[src/rtl/uldt_pkg.sv]
// Shared types, constants and the month start table for the UTC to local date pipeline.
package uldt_pkg;

    typedef enum logic [1:0] {
        ST_OK    = 2'd0,
        ST_FIELD = 2'd1,
        ST_YEAR  = 2'd2
    } t_status;

    localparam int unsigned PIPE_LATENCY     = 7;

    localparam int unsigned YEAR_FIRST       = 2000;
    localparam int unsigned YEAR_LAST        = 2099;
    localparam int unsigned YEAR_BASE        = 1970;
    localparam int unsigned YEAR_CYCLE_BASE  = 1972;

    localparam int unsigned SEC_PER_DAY      = 86400;
    localparam int unsigned SEC_PER_HOUR     = 3600;
    localparam int unsigned SEC_PER_MIN      = 60;
    localparam int unsigned YEAR_DAYS        = 365;
    localparam int unsigned CYCLE_DAYS       = 1461;
    localparam int unsigned WEEK_DAYS        = 7;
    localparam int unsigned EPOCH_TO_MAR     = 59;
    localparam int unsigned DAYS_TO_1972_MAR = 790;

    // Reciprocals, exact over the operand ranges that occur.
    localparam int unsigned HOUR_RECIP       = 1193047;
    localparam int unsigned HOUR_SHIFT       = 32;
    localparam int unsigned MIN_RECIP        = 4370;
    localparam int unsigned MIN_SHIFT        = 18;
    localparam int unsigned CYC_RECIP        = 45934;
    localparam int unsigned CYC_SHIFT        = 26;
    localparam int unsigned WEEK_RECIP       = 74899;
    localparam int unsigned WEEK_SHIFT       = 19;

    typedef struct packed {
        logic        valid;
        t_status     status;
        logic [15:0] days;
        logic [16:0] tod_utc;
        logic [16:0] tod_local;
        logic [1:0]  day_adj;
    } t_front;

    // First day of each month in a year that starts on the first of March.
    function automatic logic [8:0] month_start(input logic [3:0] mp);
        logic [8:0] res;
        unique case (mp)
            4'd0:    res = 9'd0;
            4'd1:    res = 9'd31;
            4'd2:    res = 9'd61;
            4'd3:    res = 9'd92;
            4'd4:    res = 9'd122;
            4'd5:    res = 9'd153;
            4'd6:    res = 9'd184;
            4'd7:    res = 9'd214;
            4'd8:    res = 9'd245;
            4'd9:    res = 9'd275;
            4'd10:   res = 9'd306;
            4'd11:   res = 9'd337;
            default: res = 9'd0;
        endcase
        return res;
    endfunction

endpackage

[src/rtl/utc_date_to_local_rtc_fields.sv]
// Top level: UTC date and time to Unix seconds and local calendar fields.
// Pipeline: seven register stages, from the field checks in the front to the output registers;
// a word taken at a clock edge moves through them in order to the result ports.
// Throughput: one word per cycle; busy stays low, as every stage advances each cycle.
// The stage count is set by the reciprocal multiplies and the month search of the date split.
// Synchronous active-low reset empties the pipeline and clears the zone offset to zero.
module utc_date_to_local_rtc_fields import uldt_pkg::*; (
    input  logic               i_clk,
    input  logic               i_rst_n,
    input  logic               i_start,
    output logic               o_busy,
    input  logic [13:0]        i_year,
    input  logic [3:0]         i_month,
    input  logic [5:0]         i_day,
    input  logic [5:0]         i_hour,
    input  logic [5:0]         i_minute,
    input  logic [5:0]         i_second,
    input  logic               i_cfg_valid,
    output logic               o_cfg_ready,
    input  logic signed [16:0] i_cfg_data,
    output logic               o_strobe,
    output logic [1:0]         o_status,
    output logic [31:0]        o_unix_seconds,
    output logic [11:0]        o_local_year,
    output logic [3:0]         o_local_month,
    output logic [4:0]         o_local_day,
    output logic [2:0]         o_local_weekday,
    output logic [4:0]         o_local_hour,
    output logic [5:0]         o_local_minute,
    output logic [5:0]         o_local_second
);

    logic signed [16:0] r_zone_offset;
    t_front             front;
    t_status            date_status;

    always_ff @(posedge i_clk) begin
        if (!i_rst_n) begin
            r_zone_offset <= '0;
        end else if (i_cfg_valid && o_cfg_ready) begin
            r_zone_offset <= i_cfg_data;
        end
    end

    assign o_busy      = 1'b0;
    assign o_cfg_ready = 1'b1;

    uldt_front u_front (
        .i_clk         (i_clk),
        .i_rst_n       (i_rst_n),
        .i_start       (i_start && !o_busy),
        .i_year        (i_year),
        .i_month       (i_month),
        .i_day         (i_day),
        .i_hour        (i_hour),
        .i_minute      (i_minute),
        .i_second      (i_second),
        .i_zone_offset (r_zone_offset),
        .o_front       (front)
    );

    uldt_date u_date (
        .i_clk          (i_clk),
        .i_rst_n        (i_rst_n),
        .i_front        (front),
        .o_valid        (o_strobe),
        .o_status       (date_status),
        .o_unix_seconds (o_unix_seconds),
        .o_year         (o_local_year),
        .o_month        (o_local_month),
        .o_day          (o_local_day),
        .o_weekday      (o_local_weekday)
    );

    uldt_clock u_clock (
        .i_clk       (i_clk),
        .i_tod_local (front.tod_local),
        .i_ok        (front.status == ST_OK),
        .o_hour      (o_local_hour),
        .o_minute    (o_local_minute),
        .o_second    (o_local_second)
    );

    assign o_status = date_status;

    a_strobe_follows_start : assert property (@(posedge i_clk) disable iff (!i_rst_n)
        o_strobe |-> $past(i_start, PIPE_LATENCY))
        else $error("result word without a start seven cycles earlier");

    a_reject_clears_fields : assert property (@(posedge i_clk) disable iff (!i_rst_n)
        (o_strobe && date_status != ST_OK) |->
            (o_unix_seconds == 32'd0 && o_local_year == 12'd0 && o_local_month == 4'd0
             && o_local_day == 5'd0 && o_local_weekday == 3'd0 && o_local_hour == 5'd0
             && o_local_minute == 6'd0 && o_local_second == 6'd0))
        else $error("rejected word carries non-zero fields");

    a_local_fields_in_range : assert property (@(posedge i_clk) disable iff (!i_rst_n)
        (o_strobe && date_status == ST_OK) |->
            (o_local_month >= 4'd1 && o_local_month <= 4'd12 && o_local_day >= 5'd1
             && o_local_weekday >= 3'd1 && o_local_weekday <= 3'd7
             && o_local_hour <= 5'd23 && o_local_minute <= 6'd59
             && o_local_second <= 6'd59
             && o_local_year >= 12'd1999 && o_local_year <= 12'd2100))
        else $error("local field out of range on an accepted word");

endmodule

[src/rtl/uldt_front.sv]
// Front stages: field checks, day count since the epoch and local time of day.
module uldt_front import uldt_pkg::*; (
    input  logic               i_clk,
    input  logic               i_rst_n,
    input  logic               i_start,
    input  logic [13:0]        i_year,
    input  logic [3:0]         i_month,
    input  logic [5:0]         i_day,
    input  logic [5:0]         i_hour,
    input  logic [5:0]         i_minute,
    input  logic [5:0]         i_second,
    input  logic signed [16:0] i_zone_offset,
    output t_front             o_front
);

    logic               field_bad;
    logic               year_bad;
    logic               mar;
    logic [3:0]         mshift;
    t_status            n_s1_status;
    logic [7:0]         n_s1_yy;
    logic [8:0]         n_s1_doy;
    logic [16:0]        n_s1_tod;

    logic               r_s1_valid;
    t_status            r_s1_status;
    logic [7:0]         r_s1_yy;
    logic [8:0]         r_s1_doy;
    logic [16:0]        r_s1_tod;

    logic [8:0]         n_leap;
    logic [15:0]        n_days;
    logic signed [18:0] n_tod_raw;
    logic [16:0]        n_tod_local;
    logic [1:0]         n_day_adj;

    t_front             r_front;

    always_comb begin
        field_bad = (i_month < 4'd1) || (i_month > 4'd12) || (i_day == 6'd0)
                 || (i_day > 6'd31) || (i_hour > 6'd23) || (i_minute > 6'd59)
                 || (i_second > 6'd60);
        year_bad  = (i_year < 14'(YEAR_FIRST)) || (i_year > 14'(YEAR_LAST));
        priority if (field_bad) begin
            n_s1_status = ST_FIELD;
        end else if (year_bad) begin
            n_s1_status = ST_YEAR;
        end else begin
            n_s1_status = ST_OK;
        end
        mar      = (i_month <= 4'd2);
        mshift   = mar ? i_month + 4'd9 : i_month - 4'd3;
        n_s1_yy  = 8'(i_year - 14'(YEAR_BASE) - {13'd0, mar});
        n_s1_doy = month_start(mshift) + {3'd0, i_day} - 9'd1;
        n_s1_tod = 17'(i_hour) * 17'(SEC_PER_HOUR) + 17'(i_minute) * 17'(SEC_PER_MIN)
                 + 17'(i_second);
    end

    always_ff @(posedge i_clk) begin
        if (!i_rst_n) begin
            r_s1_valid <= 1'b0;
        end else begin
            r_s1_valid <= i_start;
        end
    end

    always_ff @(posedge i_clk) begin
        r_s1_status <= n_s1_status;
        r_s1_yy     <= n_s1_yy;
        r_s1_doy    <= n_s1_doy;
        r_s1_tod    <= n_s1_tod;
    end

    // The offset moves the time of day by less than one day either way.
    always_comb begin
        n_leap    = ({1'b0, r_s1_yy} + 9'd2) >> 2;
        n_days    = 16'(r_s1_yy) * 16'(YEAR_DAYS) + 16'(n_leap) + 16'(EPOCH_TO_MAR)
                  + 16'(r_s1_doy);
        n_tod_raw = $signed({2'b00, r_s1_tod})
                  + $signed({{2{i_zone_offset[16]}}, i_zone_offset});
        priority if (n_tod_raw < 0) begin
            n_tod_local = 17'(n_tod_raw + 19'sd86400);
            n_day_adj   = 2'b11;
        end else if (n_tod_raw >= 19'sd86400) begin
            n_tod_local = 17'(n_tod_raw - 19'sd86400);
            n_day_adj   = 2'b01;
        end else begin
            n_tod_local = 17'(n_tod_raw);
            n_day_adj   = 2'b00;
        end
    end

    always_ff @(posedge i_clk) begin
        if (!i_rst_n) begin
            r_front.valid <= 1'b0;
        end else begin
            r_front.valid <= r_s1_valid;
        end
        r_front.status    <= r_s1_status;
        r_front.days      <= n_days;
        r_front.tod_utc   <= r_s1_tod;
        r_front.tod_local <= n_tod_local;
        r_front.day_adj   <= n_day_adj;
    end

    assign o_front = r_front;

endmodule

[src/rtl/uldt_date.sv]
// Date stages: Unix seconds, local calendar date and weekday from the day count.
module uldt_date import uldt_pkg::*; (
    input  logic        i_clk,
    input  logic        i_rst_n,
    input  t_front      i_front,
    output logic        o_valid,
    output t_status     o_status,
    output logic [31:0] o_unix_seconds,
    output logic [11:0] o_year,
    output logic [3:0]  o_month,
    output logic [4:0]  o_day,
    output logic [2:0]  o_weekday
);

    logic [15:0] n_s3_zl;
    logic [15:0] n_s3_u;
    logic        r_s3_valid;
    t_status     r_s3_status;
    logic [31:0] r_s3_prod;
    logic [16:0] r_s3_tod_utc;
    logic [15:0] r_s3_zl;
    logic [15:0] r_s3_u;

    logic [31:0] w_cyc_prod;
    logic [32:0] w_week_prod;
    logic        r_s4_valid;
    t_status     r_s4_status;
    logic [31:0] r_s4_utc;
    logic [4:0]  r_s4_cyc;
    logic [12:0] r_s4_q7;
    logic [15:0] r_s4_u;
    logic [15:0] r_s4_zl;

    logic        r_s5_valid;
    t_status     r_s5_status;
    logic [31:0] r_s5_utc;
    logic [4:0]  r_s5_cyc;
    logic [10:0] r_s5_r;
    logic [2:0]  r_s5_wmod;

    logic [1:0]  n_yoe;
    logic        r_s6_valid;
    t_status     r_s6_status;
    logic [31:0] r_s6_utc;
    logic [8:0]  r_s6_doy;
    logic [6:0]  r_s6_yq;
    logic [2:0]  r_s6_wd;

    logic [3:0]  n_mp;
    logic        n_ok;
    logic        r_valid;
    t_status     r_status;
    logic [31:0] r_unix_seconds;
    logic [11:0] r_year;
    logic [3:0]  r_month;
    logic [4:0]  r_day;
    logic [2:0]  r_weekday;

    always_comb begin
        n_s3_zl = i_front.days + {{14{i_front.day_adj[1]}}, i_front.day_adj};
        n_s3_u  = n_s3_zl - 16'(DAYS_TO_1972_MAR);
    end

    assign w_cyc_prod  = {16'd0, r_s3_u} * 32'(CYC_RECIP);
    assign w_week_prod = {17'd0, r_s3_zl} * 33'(WEEK_RECIP);

    always_comb begin
        priority if (r_s5_r >= 11'(3 * YEAR_DAYS)) begin
            n_yoe = 2'd3;
        end else if (r_s5_r >= 11'(2 * YEAR_DAYS)) begin
            n_yoe = 2'd2;
        end else if (r_s5_r >= 11'(YEAR_DAYS)) begin
            n_yoe = 2'd1;
        end else begin
            n_yoe = 2'd0;
        end
    end

    always_comb begin
        n_mp = 4'd0;
        for (int k = 1; k < 12; k++) begin
            if (r_s6_doy >= month_start(4'(k))) begin
                n_mp = 4'(k);
            end
        end
        n_ok = (r_s6_status == ST_OK);
    end

    always_ff @(posedge i_clk) begin
        if (!i_rst_n) begin
            r_s3_valid <= 1'b0;
            r_s4_valid <= 1'b0;
            r_s5_valid <= 1'b0;
            r_s6_valid <= 1'b0;
            r_valid    <= 1'b0;
        end else begin
            r_s3_valid <= i_front.valid;
            r_s4_valid <= r_s3_valid;
            r_s5_valid <= r_s4_valid;
            r_s6_valid <= r_s5_valid;
            r_valid    <= r_s6_valid;
        end
    end

    always_ff @(posedge i_clk) begin
        r_s3_status  <= i_front.status;
        r_s3_prod    <= {16'd0, i_front.days} * 32'(SEC_PER_DAY);
        r_s3_tod_utc <= i_front.tod_utc;
        r_s3_zl      <= n_s3_zl;
        r_s3_u       <= n_s3_u;

        r_s4_status  <= r_s3_status;
        r_s4_utc     <= r_s3_prod + {15'd0, r_s3_tod_utc};
        r_s4_cyc     <= w_cyc_prod[CYC_SHIFT +: 5];
        r_s4_q7      <= w_week_prod[WEEK_SHIFT +: 13];
        r_s4_u       <= r_s3_u;
        r_s4_zl      <= r_s3_zl;

        r_s5_status  <= r_s4_status;
        r_s5_utc     <= r_s4_utc;
        r_s5_cyc     <= r_s4_cyc;
        r_s5_r       <= 11'(r_s4_u - 16'(r_s4_cyc) * 16'(CYCLE_DAYS));
        r_s5_wmod    <= 3'(r_s4_zl - 16'(r_s4_q7) * 16'(WEEK_DAYS));

        r_s6_status  <= r_s5_status;
        r_s6_utc     <= r_s5_utc;
        r_s6_doy     <= 9'(r_s5_r - 11'(n_yoe) * 11'(YEAR_DAYS));
        r_s6_yq      <= {r_s5_cyc, n_yoe};
        r_s6_wd      <= (r_s5_wmod <= 3'd3) ? r_s5_wmod + 3'd4 : r_s5_wmod - 3'd3;

        r_status       <= r_s6_status;
        r_unix_seconds <= n_ok ? r_s6_utc : 32'd0;
        r_year         <= n_ok ? 12'(12'(YEAR_CYCLE_BASE) + {5'd0, r_s6_yq}
                                     + {11'd0, (n_mp >= 4'd10)}) : 12'd0;
        r_month        <= n_ok ? ((n_mp < 4'd10) ? n_mp + 4'd3 : n_mp - 4'd9) : 4'd0;
        r_day          <= n_ok ? 5'(r_s6_doy - month_start(n_mp) + 9'd1) : 5'd0;
        r_weekday      <= n_ok ? r_s6_wd : 3'd0;
    end

    assign o_valid        = r_valid;
    assign o_status       = r_status;
    assign o_unix_seconds = r_unix_seconds;
    assign o_year         = r_year;
    assign o_month        = r_month;
    assign o_day          = r_day;
    assign o_weekday      = r_weekday;

endmodule

[src/rtl/uldt_clock.sv]
// Clock stages: local hour, minute and second from the local second of the day.
module uldt_clock import uldt_pkg::*; (
    input  logic        i_clk,
    input  logic [16:0] i_tod_local,
    input  logic        i_ok,
    output logic [4:0]  o_hour,
    output logic [5:0]  o_minute,
    output logic [5:0]  o_second
);

    logic [37:0] w_hour_prod;
    logic [24:0] w_min_prod;

    logic [16:0] r_s3_tod;
    logic [4:0]  r_s3_hour;
    logic [11:0] r_s4_rem;
    logic [4:0]  r_s4_hour;
    logic [11:0] r_s5_rem;
    logic [5:0]  r_s5_min;
    logic [4:0]  r_s5_hour;
    logic [5:0]  r_s6_sec;
    logic [5:0]  r_s6_min;
    logic [4:0]  r_s6_hour;
    logic [3:0]  r_ok;
    logic [4:0]  r_hour;
    logic [5:0]  r_minute;
    logic [5:0]  r_second;

    assign w_hour_prod = {21'd0, i_tod_local} * 38'(HOUR_RECIP);
    assign w_min_prod  = {13'd0, r_s4_rem} * 25'(MIN_RECIP);

    always_ff @(posedge i_clk) begin
        r_s3_tod  <= i_tod_local;
        r_s3_hour <= w_hour_prod[HOUR_SHIFT +: 5];

        r_s4_rem  <= 12'(r_s3_tod - 17'(r_s3_hour) * 17'(SEC_PER_HOUR));
        r_s4_hour <= r_s3_hour;

        r_s5_rem  <= r_s4_rem;
        r_s5_min  <= w_min_prod[MIN_SHIFT +: 6];
        r_s5_hour <= r_s4_hour;

        r_s6_sec  <= 6'(r_s5_rem - 12'(r_s5_min) * 12'(SEC_PER_MIN));
        r_s6_min  <= r_s5_min;
        r_s6_hour <= r_s5_hour;

        r_ok      <= {r_ok[2:0], i_ok};

        r_hour    <= r_ok[3] ? r_s6_hour : 5'd0;
        r_minute  <= r_ok[3] ? r_s6_min : 6'd0;
        r_second  <= r_ok[3] ? r_s6_sec : 6'd0;
    end

    assign o_hour   = r_hour;
    assign o_minute = r_minute;
    assign o_second = r_second;

endmodule
[config.mk]
export PLATFORM = sky130hd
export DESIGN_NAME = utc_date_to_local_rtc_fields
export DESIGN_NICKNAME = d
export VERILOG_FILES = /design/src/rtl/uldt_pkg.sv /design/src/rtl/utc_date_to_local_rtc_fields.sv /design/src/rtl/uldt_front.sv /design/src/rtl/uldt_date.sv /design/src/rtl/uldt_clock.sv
export SDC_FILE = /design/constraint.sdc
export NUM_CORES = 2
export LEC_CHECK = 0
export ABC_AREA = 1
export BUFFER_PORTS_ARGS = -buffer_cell sky130_fd_sc_hd__buf_2
export CAP_MARGIN = 10
export CORE_MARGIN = 2
export CORE_UTILIZATION = 30
export CTS_CLUSTER_DIAMETER = 200
export CTS_CLUSTER_SIZE = 25
export DETAILED_ROUTE_END_ITERATION = 8
export PLACE_DENSITY = 0.47
export RECOVER_POWER = 100
export REMOVE_ABC_BUFFERS = 1
export SLEW_MARGIN = 20
export SYNTH_ARGS = -nofsm -noshare
export SYNTH_HDL_FRONTEND = slang
export SYNTH_SLANG_ARGS = --single-unit
[constraint.sdc]
create_clock -name i_clk -period 4.9 [get_ports i_clk]
set_input_delay 0.49 -clock i_clk [delete_from_list [all_inputs] [get_ports i_clk]]
set_output_delay 0.49 -clock i_clk [all_outputs]
set_load 0.01 [all_outputs]
# ---- Yosys cells after proc, flatten, opt, wreduce, memory -nomap -nowiden
# Memories as Yosys holds them, arrays and structs flattened.
# Cells that the tools add are included.
# Widths: inputs -> output; s select.
dict set report word_totals {
  regBits 509
  romBits 288
  memories 2
}
dict set report op_classes {
  n_addsub 31
  multipliers 13
  order_cmp 28
  muxes 21
  n_reduce_logical 10
}
# memory depth word_bits read_ports rd_ports_with_merged_regs write_ports line_no
set mem_list {}
lappend mem_list {{(no name shown)} 16 9 1 0 0 uldt_pkg.sv:48} ;# unique case (mp)
lappend mem_list {{(no name shown)} 16 9 1 0 0 uldt_pkg.sv:48}
# op n
set op_table {}
lappend op_table {{$mul 17x21->37 const B} 1}
lappend op_table {{$ge 9x8->1 const B} 4}
lappend op_table {{$mux 17} 2}
lappend op_table {{$add 32x17->32} 1}
lappend op_table {{$mul 16x17->32 const B} 1}
lappend op_table {{$mul 16x15->30 const B} 1}
lappend op_table {{$ge 9x9->1 const B} 3}
lappend op_table {{$mul 16x10->25 const B} 1}
lappend op_table {{$mux 4} 6}
lappend op_table {{$mul 12x12->23 const B} 1}
lappend op_table {{$add 18x17->19} 1}
lappend op_table {{$ge 19x18->1 const B} 1}
lappend op_table {{$lt 19x1->1 const B} 1}
lappend op_table {{$ge 9x7->1 const B} 2}
lappend op_table {{$add 17x12->17} 1}
lappend op_table {{$add 17x17->17 const B} 1}
lappend op_table {{$add 17x6->17} 1}
lappend op_table {{$sub 17x17->17 const B} 1}
lappend op_table {{$add 16x16->16} 1}
lappend op_table {{$add 16x6->16 const B} 1}
lappend op_table {{$add 16x7->16} 1}
lappend op_table {{$add 16x9->16} 1}
lappend op_table {{$mul 8x9->16 const B} 1}
lappend op_table {{$sub 16x10->16 const B} 1}
lappend op_table {{48 further kinds} 67}

# ---- Logic depth before layout (Yosys ltp)
# An unclocked memory read counts as a cell.
dict set report depth {
  ltp_word 15
  depth_mapped 27
  ltp_nobuf 27
}

# ---- Modules after synthesis
# A second synthesis with hierarchy kept.
dict set report unflattened {
  cells_unflattened 4440
  area_unflattened_um2 39635.5
}
# mod instances cells_each area_per_inst_um2 seq_area_each_um2
set modules_own_cells {}
lappend modules_own_cells {uldt_date 1 2227 20830.0 5985.7}
lappend modules_own_cells {uldt_clock 1 1031 9511.6 1781.7}
lappend modules_own_cells {uldt_front 1 1069 8540.7 1841.8}
lappend modules_own_cells {utc_date_to_local_rtc_fields 1 113 753.2 340.3}

# ---- Worst setup path before layout
# OpenSTA, ideal clock, no wires.
dict set report synth_path {
  path_type {reg2reg}
  from {register u_front.r_s1_yy[3]}
  to {register u_front.r_front (netlist bit u_front.o_front[51])}
  arrival_time_ns 4.845
  required_ns 4.778
  setup_slack_ns -0.067
  stages_incl_launch_ff 24
  n_path_buf 0
  synth_period_minus_slack_ns 4.967
  cell_sequence {dfxtp_1 > ha_1 > ha_1 > nand2_1 > nor2_1 > fa_1 > fa_1 > inv_1 > fa_1 > fa_1 > fa_1 > inv_1 > ha_1 > a21oi_1 > o21a_1 > nand2_1 > nand2_1 > nand2_1 > a21oi_1 > nand3b_1 > nand2_1 > nand2_1 > nand2_1 > xor2_1}
}
dict set report synth_between {
  elab_chain_cells 4
  word_cells_on_any_way 5
}
# element line_no
set synth_lines {}
lappend synth_lines {{from (decl)} uldt_front.sv:27} ;# logic [7:0] r_s1_yy;
lappend synth_lines {{from (signal assigned)} uldt_front.sv:69} ;# r_s1_yy <= n_s1_yy;
lappend synth_lines {{$mul 8x9->16 or $add 8x2->9 (tied branches)} {uldt_front.sv:77, uldt_front.sv:76}}
lappend synth_lines {{$add 16x7->16 (*)} uldt_front.sv:77} ;# n_days = 16'(r_s1_yy) * 16'(YEAR_DAYS) + 16'(n_leap) + 16'(EPOCH_TO_MAR)
lappend synth_lines {{$add 16x6->16 (*)} uldt_front.sv:77}
lappend synth_lines {{$add 16x9->16 (*)} uldt_front.sv:78} ;# + 16'(r_s1_doy);
lappend synth_lines {{named net u_front.n_days[15]} uldt_front.sv:32} ;# logic [15:0] n_days;
lappend synth_lines {{to (decl)} uldt_front.sv:37} ;# t_front r_front;
# Mark *: on every way through the listed nets, which the timed path passes. The rest lies on a longest branch.
# A chain may end at the register's enable or synchronous reset.

# ---- Worst setup path in the final report
dict set report layout_path {
  from {register u_front.r_front (netlist bit u_front.o_front[18])}
  to {register u_clock.r_s3_hour[0]}
}
dict set report layout_between {
  elab_chain_cells 1
}
# element line_no
set layout_lines {}
lappend layout_lines {{$mul 17x21->37} uldt_clock.sv:29} ;# assign w_hour_prod = {21'd0, i_tod_local} * 38'(HOUR_RECIP);
lappend layout_lines {{named net u_clock.w_hour_prod[32]} uldt_clock.sv:11} ;# logic [37:0] w_hour_prod;
lappend layout_lines {{to (signal assigned)} uldt_clock.sv:34} ;# r_s3_hour <= w_hour_prod[HOUR_SHIFT +: 5];
lappend layout_lines {{to (decl)} uldt_clock.sv:15} ;# logic [4:0] r_s3_hour;
# The timed path passes the listed nets, and every way through them passes these cells.

==> flow_summary.yaml <==
run_status:
  status: "finished clean"
logic_synthesis:
  synthArstFlopShare_pct: 0
  netlist.area_leader.share_pct: 25.7
  synth_ff_type: "dfxtp_1"
  synthTopCellsByCount: "inv_1 (1,026), ha_1 (754), dfxtp_1 (497), nand2_1 (477), fa_1 (352)"
  yosys.cell_count.top_type: "inv_1"
  synth_top_area_cell: "dfxtp_1"
  ys_top_cells_by_area: "dfxtp_1 (26%), ha_1 (24%), fa_1 (18%)"
  synth.cell_area_um2: 38800
  avgSynthCellArea_um2: 9.13
  ys_seq_area_share_pct: 25.7
  syn_inst: 4247
  synth.distinct_cells: 58
  synth_edf_count: 0
  synth_warnings: 0
  ys_seq_elements: 497
worst_hold_path:
  hold_class: "primary input to flop"
  min-delay-start: "i_start"
  hold_depth: 3
  hold_path_end: "u_front.r_s1_valid$_SDFF_PN0_"
detailed_routing:
  drtAntennaViolNets: 0
  vias: 26200
  drc: 0
  post_drt_via_cell_ratio: 4.24
  drtIter0Drc: 882
  drt_wl_total_um: 86200
  wl_per_cell_um: 13.9
  drtPass1Iterations: 5
sta:
  fin_ws_ps: 93.9
  drv_slew: 0
  setup_violations: 0
  hold_viol: 0
  final.setup_skew_ps: 31.1
  period_minus_slack_ps: 4810
  tightest_slew_ps: 1150
  relSlewSlack_pct: 23.6
  final.period_utilization_pct: 98.1
  fmax_mhz: 208
  grt_setup_unrepaired: "true"
floorplanning:
  chipHeight_um: 364
  rows: 131
  pin_count: 141
  dieArea_um2: 132000
  core_um2: 128000
  dieWidth_um: 364
  initial_core_util_pct: 30.3
setup_path:
  worstSetupStartpoint: "u_front.o_front[18]$_DFF_P_"
  r2r_setup_slack_ps: 90
  path_max_fanout: 3
  reg2regPathDepth: 18
  critPathSlowestCell: "fa_1"
  crit_top_cell: "fa_1"
  max_stage_delay_ps: 560
  crit_type: "flop to flop"
  rr_startpoint: "u_front.o_front[18]$_DFF_P_"
  regToRegEndpoint: "u_clock.r_s3_hour[0]$_DFF_P_"
  cp-start-kind: "flop"
  path_cells: "fa_1 > inv_2 > fa_1 > inv_2 > fa_1 > fa_2 > inv_2 > fa_2 > fa_1 > inv_1 > ha_2 > a21oi_4 > o21ai_1 > a21oi_1 > nor2_1 > a2111oi_2 > nand2_1 > xor2_1"
  crit_required_ps: 5420
  crit_path_end_kind: "flop"
  arrival_ps: 5330
clock_network:
  htreeDepth: 1
  clock_latency_ps: 630
  clock-sinks: 497
  clkTransAtPathRegs_ps: 110
  cts-buffers-inserted: 24
  cts_tree: "yes"
  root_buffer: "clkbuf_16"
  cts.path.max_buffers: 3
job:
  drv_cap: 0
grt:
  grt_pass1_wl_um: 142000
  grt_pass1_vias: 27400
  overflow: 0
  antenna_found_initial: 4
  track_usage_pct: 13.3
  grt_max_degree: 29
placed_design:
  dpl_worst_slack_ps: -168
  routabilityCongestion: 0.867
  dpl.hpwl_um: 74100
  io_buffers: 138
layout:
  nNetsFinal: 5687
  drive_gt1_share_pct: 7.70
  syn2layout_area_growth_pct: 11.8
worst max-delay path by stage:
stage / slack, ps / to / depth (start not counted)
2_1_floorplan: -70 / u_front.o_front[51]$_DFF_P_ / 23
3_3_place_gp: -150 / u_clock.r_s3_hour[0]$_DFF_P_ / 18
3_5_place_dp: -170 / u_clock.r_s3_hour[0]$_DFF_P_ / 18
4_1_cts: 3 / u_date.r_s4_cyc[4]$_DFF_P_ / 23
5_1_grt: -130 / u_clock.r_s3_hour[0]$_DFF_P_ / 18
6_report: 90 / u_clock.r_s3_hour[0]$_DFF_P_ / 18
stage by stage:
stage	util [%]	cells	instance area (um^2)	TNS, ps	hold slack (ps)
after global routing	33.9	6182	43300	-1070	44.7
after floorplan	-	4231	38700	-67.0	310
after detailed placement	33.1	6149	42400	-733	312
final	33.9	6183	43300	0	82.9
after global placement	33.1	6149	42400	-344	310
after CTS	33.7	6179	43100	0	24.9
layout by cell type, fill, tap and decap left out, types with 5 or more instances in the layout:
cell       instances
ha_1             734
a21o_1            10
clkbuf_16         25
dfxtp_2           11
fa_2              12
nor4_1             6
o21bai_1           7
xnor2_1           79
a21oi_2           11
a31oi_1           10
a21oi_1          201
dfxtp_1          484
o21ai_1            9
xor2_1           137
clkbuf_1          92
buf_6              5
nand2_2           25
o211ai_1          10
o31ai_1            7
buf_4            105
o21a_1             9
nor3_1            30
nand3_1          124
ha_4              16
buf_2             56
or2_2              8
nand4_1           35
inv_1           1009
nor2_2             9
o21ai_0          117
nand3b_1          10
nand2_1          468
inv_2             21
nand2_4            5
nor2_1           215
fa_1             340
nor2_4             5
layer usage:
layer,up-vias,part of all wire (%),GRT usage [%]
li1,13800,-,-
met1,12200,49,17.9
met2,224,46,22.9
met3,63,2.9,1.50
met4,0,1.8,2.73
met5,-,0,0
state kept, by name, summed over array words and instances, names as in the netlist, 17 cells and up:
name                   cells
r_zone_offset             17
u_date.o_unix_seconds     32
u_date.r_s3_prod          25
u_date.r_s3_tod_utc       17
u_date.r_s4_utc           32
u_date.r_s5_utc           32
u_date.r_s6_utc           32
u_front.o_front           55
u_front.r_s1_tod          17
area by class of cell:
class	instances	area (um^2)
diodes	1	2.50
clock buffers	25	626
clock inverters	3	32.5
fillers	13400	84500
inverters	1034	3890
multi-input cells	2700	25200
flip-flops and latches	497	9970
well taps	1662	2080
repair buffers	261	1510
logic make-up (layout without fill, tap and decap cells):
logic type	count (synthesis)	in the layout	synth area share, %
AO/OA/AOI/OAI	422	422	6.04
XOR/XNOR	217	217	4.96
adder cells (fa/ha/maj)	1106	1106	42.5
buffers and inverters	1050	1323	10.2
flip-flops	497	497	25.7
multiplexers	1	1	0.0290
other	2	3	0.0194
AND/OR/NAND/NOR	952	952	10.6
what timing repair did:
item	4_1_cts	5_1_grt
endpoints found under the setup margin	10	14
resized for setup	26	118
hold endpoints to repair	2	0
cloned	0	0
setup buffers	0	3
pin swaps	6	79
hold buffers	2	0
critical path, delay by kind of cell (launching register included):
kind | cells | cell delay (ps)
DFF | 1 | 380
AOI/OAI and AO/OA | 4 | 640
and+or+nand+nor | 2 | 180
xor gates and xnor gates | 1 | 150
buffers and inverters | 4 | 190
adders and majority gates | 7 | 3170
Power is not shown: default switching activity piles up to over one toggle a cycle in this logic, so the estimate is an artifact.
